`src/hdl/colgi_pkg.sv`:
```
// ----------------------------------------------------------------------------
// colgi_pkg
// Shared widths, constants and types for the gradient colormap interpolator.
// ----------------------------------------------------------------------------
`default_nettype none

package colgi_pkg;

  localparam int FRACTION_BITS = 16;
  localparam int POS_W         = FRACTION_BITS + 1;
  localparam int MAX_STOPS     = 16;
  localparam int IDX_W         = $clog2(MAX_STOPS);
  localparam int CNT_W         = 5;
  localparam int CH_W          = 8;
  localparam int NUM_CH        = 4;
  localparam int SMP_W         = 20;
  // c0*d1 + c1*d0 stays below 2^CH_W * span
  localparam int NUM_W         = CH_W + POS_W - 1;
  localparam int DIV_STAGES    = CH_W / 2;

  localparam logic [POS_W-1:0] ONE_POS   = POS_W'(1) << FRACTION_BITS;
  localparam logic [CNT_W-1:0] MIN_COUNT = CNT_W'(2);
  localparam logic [CNT_W-1:0] MAX_COUNT = CNT_W'(MAX_STOPS);

  localparam logic ACT_WRITE = 1'b0;
  localparam logic ACT_MAP   = 1'b1;

  // one color stop: position plus channels (0 red, 1 green, 2 blue, 3 alpha)
  typedef struct packed {
    logic [POS_W-1:0]                pos;
    logic [NUM_CH-1:0][CH_W-1:0]     ch;
  } stop_t;

endpackage

`default_nettype wire

```
`src/hdl/colgi_div_stage.sv`:
```
// ----------------------------------------------------------------------------
// colgi_div_stage
// One registered stage of the restoring divider: resolves two quotient bits.
// ----------------------------------------------------------------------------
`default_nettype none

module colgi_div_stage (
  input  wire logic                         clk,
  input  wire logic                         en,
  input  wire logic [2:0]                   shift_hi,
  input  wire logic [colgi_pkg::NUM_W-1:0]  rem_in,
  input  wire logic [colgi_pkg::POS_W-1:0]  span_in,
  input  wire logic [colgi_pkg::CH_W-1:0]   q_in,
  output logic      [colgi_pkg::NUM_W-1:0]  rem_out,
  output logic      [colgi_pkg::POS_W-1:0]  span_out,
  output logic      [colgi_pkg::CH_W-1:0]   q_out
);

  logic [colgi_pkg::NUM_W-1:0] d_hi;
  logic [colgi_pkg::NUM_W-1:0] d_lo;
  logic [colgi_pkg::NUM_W-1:0] r1;
  logic [colgi_pkg::NUM_W-1:0] rem_next;
  logic [colgi_pkg::CH_W-1:0]  q_next;
  logic                        ge1;
  logic                        ge2;

  // two trial subtractions of the shifted divisor
  always_comb begin
    d_hi   = colgi_pkg::NUM_W'(span_in) << shift_hi;
    d_lo   = d_hi >> 1;
    ge1    = (rem_in >= d_hi);
    r1     = ge1 ? (rem_in - d_hi) : rem_in;
    ge2    = (r1 >= d_lo);
    rem_next = ge2 ? (r1 - d_lo) : r1;
    q_next = q_in;
    q_next[shift_hi]        = ge1;
    q_next[shift_hi - 3'd1] = ge2;
  end

  always_ff @(posedge clk) begin
    if (en) begin
      rem_out  <= rem_next;
      span_out <= span_in;
      q_out    <= q_next;
    end
  end

endmodule

`default_nettype wire

```
`config.mk`:
```
export PLATFORM = sky130hd
export DESIGN_NAME = colgi_div_stage
export DESIGN_NICKNAME = d
export VERILOG_FILES = /design/src/hdl/colgi_pkg.sv /design/src/hdl/colgi_div_stage.sv
export SDC_FILE = /design/constraint.sdc
export NUM_CORES = 1
export LEC_CHECK = 0
export BUFFER_PORTS_ARGS = -buffer_cell sky130_fd_sc_hd__clkbuf_2
export CAP_MARGIN = 10
export CORE_ASPECT_RATIO = 1.75
export CORE_UTILIZATION = 52
export CTS_CLUSTER_SIZE = 20
export DETAILED_ROUTE_END_ITERATION = 8
export HOLD_SLACK_MARGIN = 0.1
export PLACE_DENSITY_LB_ADDON = 0.08
export SLEW_MARGIN = 25
export SYNTH_ARGS = -nofsm -noshare
export SYNTH_HDL_FRONTEND = slang
export SYNTH_SLANG_ARGS = --single-unit
```
`constraint.sdc`:
```
create_clock -name clk -period 5.77 [get_ports clk]
set_input_delay 0.2885 -clock clk [delete_from_list [all_inputs] [get_ports clk]]
set_output_delay 0.2885 -clock clk [all_outputs]
set_load 0.1 [all_outputs]
```
# == Yosys cells after proc, flatten, opt, wreduce, memory -nomap -nowiden ==
# Index checks and enable logic that the tools add are counted.
# classes
n_addsub,3
n_mul,0
div_mod_pow,0
order_cmp,6
n_eq_ne,0
shift,1
n_mux,8
bitwise,0
n_reduce_logical,2
# op_table
operator,n
24-bit two-way mux,2
24-bit by 23-bit >= comparator with 1-bit output,1
24-bit >= comparator,1
17-bit by 3-bit << shifter with 24-bit output,1
24-bit by 23-bit subtractor with 24-bit output,1
24-bit subtractor,1
8-bit bitwise mux,2
3-bit by 4-bit less-than comparator with 1-bit output (second input constant),2
1-bit demux with 3-bit select,2
3-bit by 1-bit >= comparator with 1-bit output (second input constant),2
3-bit by 1-bit subtractor with 3-bit output (second input constant),1
1-bit logical AND,2
1-bit two-way mux,2
# totals
register_bits,49
latch_bits,0
ramBits,0
mem_bits_ro,0
inputBits,54
out_inout_bits,49
mem_count,0

# == Longest topological paths before layout ==
# logic_depth
ltp_word,6
depth_mapped,28

# == Least setup slack after synthesis ==
# OpenSTA, ideal clock, no wires.
# synth_timing
path_type,in2reg
start,input shift_hi[0]
end,register rem_out[10] (netlist bit) (data pin)
setup_ns,0.260
arrival_time_ns,5.859
path_slack_ns,-0.349
stages,28
n_path_buf,5
cell_sequence,clkbuf_1 -> clkbuf_1 -> a211oi_1 -> a21oi_1 -> nand2_1 -> o21a_1 -> ha_1 -> and4_1 -> buf_6 -> nand4_4 -> or3_1 -> o211ai_2 -> o211a_4 -> nor2_4 -> buf_6 -> mux2_2 -> ha_1 -> inv_1 -> fa_1 -> a21o_1 -> a21oi_1 -> o211ai_1 -> a211oi_1 -> o21ai_1 -> a221o_1 -> a31oi_4 -> buf_6 -> mux2_4
# synth_via
elab_chain_len,5
word_cells_on_any_way,7
classes_between,add/sub (2); order compare (2); shift (1); mux (2)
# synth_lines
item,line_no,rtl
"start, declared",colgi_div_stage.sv:10,"input wire logic [2:0] shift_hi,"
17-bit by 3-bit << shifter with 24-bit output *,colgi_div_stage.sv:29,d_hi = colgi_pkg::NUM_W'(span_in) << shift_hi;
24-bit subtractor or 24-bit >= comparator (tied branches),"colgi_div_stage.sv:32, colgi_div_stage.sv:31",
24-bit two-way mux,colgi_div_stage.sv:32,r1 = ge1 ? (rem_in - d_hi) : rem_in;
24-bit by 23-bit subtractor with 24-bit output or 24-bit by 23-bit >= comparator with 1-bit output (tied branches),"colgi_div_stage.sv:34, colgi_div_stage.sv:33",
24-bit two-way mux *,colgi_div_stage.sv:34,rem_next = ge2 ? (r1 - d_lo) : r1;
"net rem_next, one bit",colgi_div_stage.sv:22,logic [colgi_pkg::NUM_W-1:0] rem_next;
"end signal, assigned",colgi_div_stage.sv:42,rem_out <= rem_next;
"end, declared",colgi_div_stage.sv:14,"output logic [colgi_pkg::NUM_W-1:0] rem_out,"
# Mark *: on every way through the listed nets, which the timed path passes. The rest lies on a longest branch.
# A chain may end at the register's enable or synchronous reset.

# == Final worst setup path ==
# layout_timing
start,input shift_hi[1]
end,register rem_out[15] (netlist bit) (data pin)
# The elaborated chain is that of the path after synthesis.

==> impl_metrics.toml <==
[global_routing]
grt-ovfl-total = 0
grt_pass1_wl_um = 29000
track_usage = 0.338
grt_max_degree = 50
antenna_found_initial = 0
grt_pass1_vias = 6075

[sta]
hold_ws_ns = 0.236
final-hold-violation-count = 0
post-route-period-util = 0.988
worst_slew_pin_slew_ns = 0.663
maxSlewViolCount = 0
period_minus_slack_ns = 5.70
setup_viol = 0
slew_headroom = 0.558
clock.fmax_mhz = 175

[cells_and_area]
layout.cells.non_filler = 980
stdcell_area_sq_um = 8250
regArea_sq_um = 1470
utilization = 0.796
layout_common_cells = "buf_4, clkbuf_2, edfxtp_1, nor2_1, mux2_4"
area_growth_pct = 46.8
multi_input_area_sq_um = 4300
nets = 956
drive_gt1_frac = 0.479
antenna_cells = 0
fillers = 718
final_common_cell = "buf_4"

[setup_path]
critPathKind = "in -> reg"
worstPathRequired_ns = 5.81
arrival_ns = 5.74
endpoint_kind = "register"
cp-start-kind = "input port"
cp_max_fo = 11

[routing]
drc = 0
ant_nets = 0
vias_per_cell = 6.14
wire_per_inst_um = 20.5
drt-initial-drc-count = 330
vias = 6019
dr.pass1.iters = 5
drt-total-wl_um = 20100

[synthesis]
synth_seq_cells = 49
avgSynthCellArea_sq_um = 9.72
synthCells = 578
synth_top_area_frac = 0.262
yosys_warnings = 0
synth-edff-count = 49
synth_flop_cell = "edfxtp_1"
synth.distinct_cells = 68
yosysSeqAreaShare = 0.262
synth-async-reset-ratio = 0
synth_area_leaders = "edfxtp_1, ha_1, mux2_4"
syn_nets = 682
synth_area_sq_um = 5620
synth_top_cell_by_area = "edfxtp_1"

[die]
start_util = 0.542
fp.dieH_um = 140
core_sq_um = 10400
die-width_um = 80.6
fp-row-count = 49
die_area_sq_um = 11200
io_pins = 103

[clock_network]
cts_buffers = 5
ctsLongestPathBuffers = 2
cts.sinks = 49
cts.root.buffer_cell = "clkbuf_16"
clkTransAtPathRegs_ns = 0.06
cts_tree = "done"
htreeDepth = 2

[status]
status = "completed"

[pwr]
clockPowerShare = 0.098
intPower_mw = 1.74
combPwrFrac = 0.736
p_sw_mw = 1.68
pwr_density_cell_nw_per_um2 = 414
switching_share = 0.492
p_leak_nw = 3.71
power_frac_seq = 0.166
ir_drop_uv = 406

[worst_hold_path]
min_path_type = "in -> reg"

[run]
drv_cap = 0

[place]
place_inst = 958
postPlaceCellArea_sq_um = 7490
portBuffers = 102
routabilityCongestion = 0.979
hpwl_um = 15100
[repair_timing]
action | 4_1_cts | 5_1_grt
pin swaps | 5 | 19
endpoints found under the hold margin | 0 | 0
setup endpoints to repair | 30 | 31
setup buffers | 3 | 9
resized for setup | 19 | 70
cloned | 1 | 1
hold buffers | 0 | 0
[per-stage QoR]
stage | setup WS [ns] | setup TNS (ns) | power, mW
5_1_grt | -0.108 | -1.96 | 3.56
2_1_floorplan | 0.0175 | 0 | 2.25
4_1_cts | 0.0109 | 0 | 3.27
3_5_place_dp | -0.507 | -13.97 | 2.90
3_3_place_gp | -0.393 | -10.51 | 2.85
6_report | 0.0693 | 0 | 3.42
[worst paths after layout]
| kind | start | to | slack [ns] | cells after the start |
|---|---|---|---|---|
| setup / recovery | shift_hi[1] | rem_out[15]$_DFFE_PP_ | 0.07 | 27 |
| hold / removal | span_in[4] | span_out[4]$_DFFE_PP_ | 0.24 | 1 |
[cell type report]
class | count | area share
well taps | 127 | 0.0193
clock buffers | 5 | 0.0152
inverters | 18 | 0.00819
multi-input cells | 487 | 0.521
repair buffers | 291 | 0.253
flip-flops and latches | 49 | 0.178
clock inverters | 3 | 0.00501
[cells by family after synthesis]
kind of cell	after synthesis	share of synthesized area
flops	49	0.262
compound gates	177	0.224
mux	69	0.165
xor+xnor	39	0.0608
fa+ha+maj	50	0.114
simple gates	152	0.135
buf+inv	42	0.0401
[sequential cells by signal, summed over array words and instances, names as in the netlist]
name	count
rem_out	24
span_out	17
q_out	8
[cells in the mapped netlist, types with 11 or more instances]
library cell,number
edfxtp_1,49
ha_1,48
nor2_1,48
a21oi_1,41
mux2_4,35
nand2_1,32
o21ai_0,25
xnor2_1,25
mux2i_1,23
inv_1,18
nand3_1,16
a21o_1,15
xor2_1,14
a211oi_1,12
nor3_1,12
o31ai_1,11
[worst max-delay path: stages]
cell,delay [ns]
clkbuf_2,0.16
inv_1,0.09
buf_12,0.15
buf_4,0.16
o21ai_2,0.24
buf_4,0.15
nand2_1,0.10
ha_1,0.32
a21o_2,0.24
nor2_1,0.16
o211ai_2,0.13
o211a_4,0.26
nor2_4,0.23
buf_6,0.15
mux2_4,0.31
ha_4,0.22
o21a_1,0.18
o211a_1,0.23
a221o_1,0.34
a211oi_2,0.21
buf_4,0.15
o21ai_1,0.05
a221o_1,0.37
a31oi_4,0.25
buf_12,0.15
buf_16,0.13
mux2_4,0.29
[power groups by stage]
stage	clock, mW	sequential [mW]	combinational, mW
after floorplan	0	1.25	0.996
after global placement	0	0.572	2.28
after detailed placement	0	0.573	2.32
after CTS	0.341	0.565	2.37
after global routing	0.348	0.573	2.64
final	0.335	0.567	2.51
[per-layer routing]
| layer | wire [um] | GRT usage | part of all wire |
|---|---|---|---|
| met1 | 7000 | 0.341 | 0.35 |
| met2 | 11000 | 0.647 | 0.55 |
| met3 | 1000 | 0.0354 | 0.050 |
| met4 | 1090 | 0.183 | 0.054 |
| met5 | 0 | 0 | 0 |
Note: power is estimated with default switching activity, not from simulation.
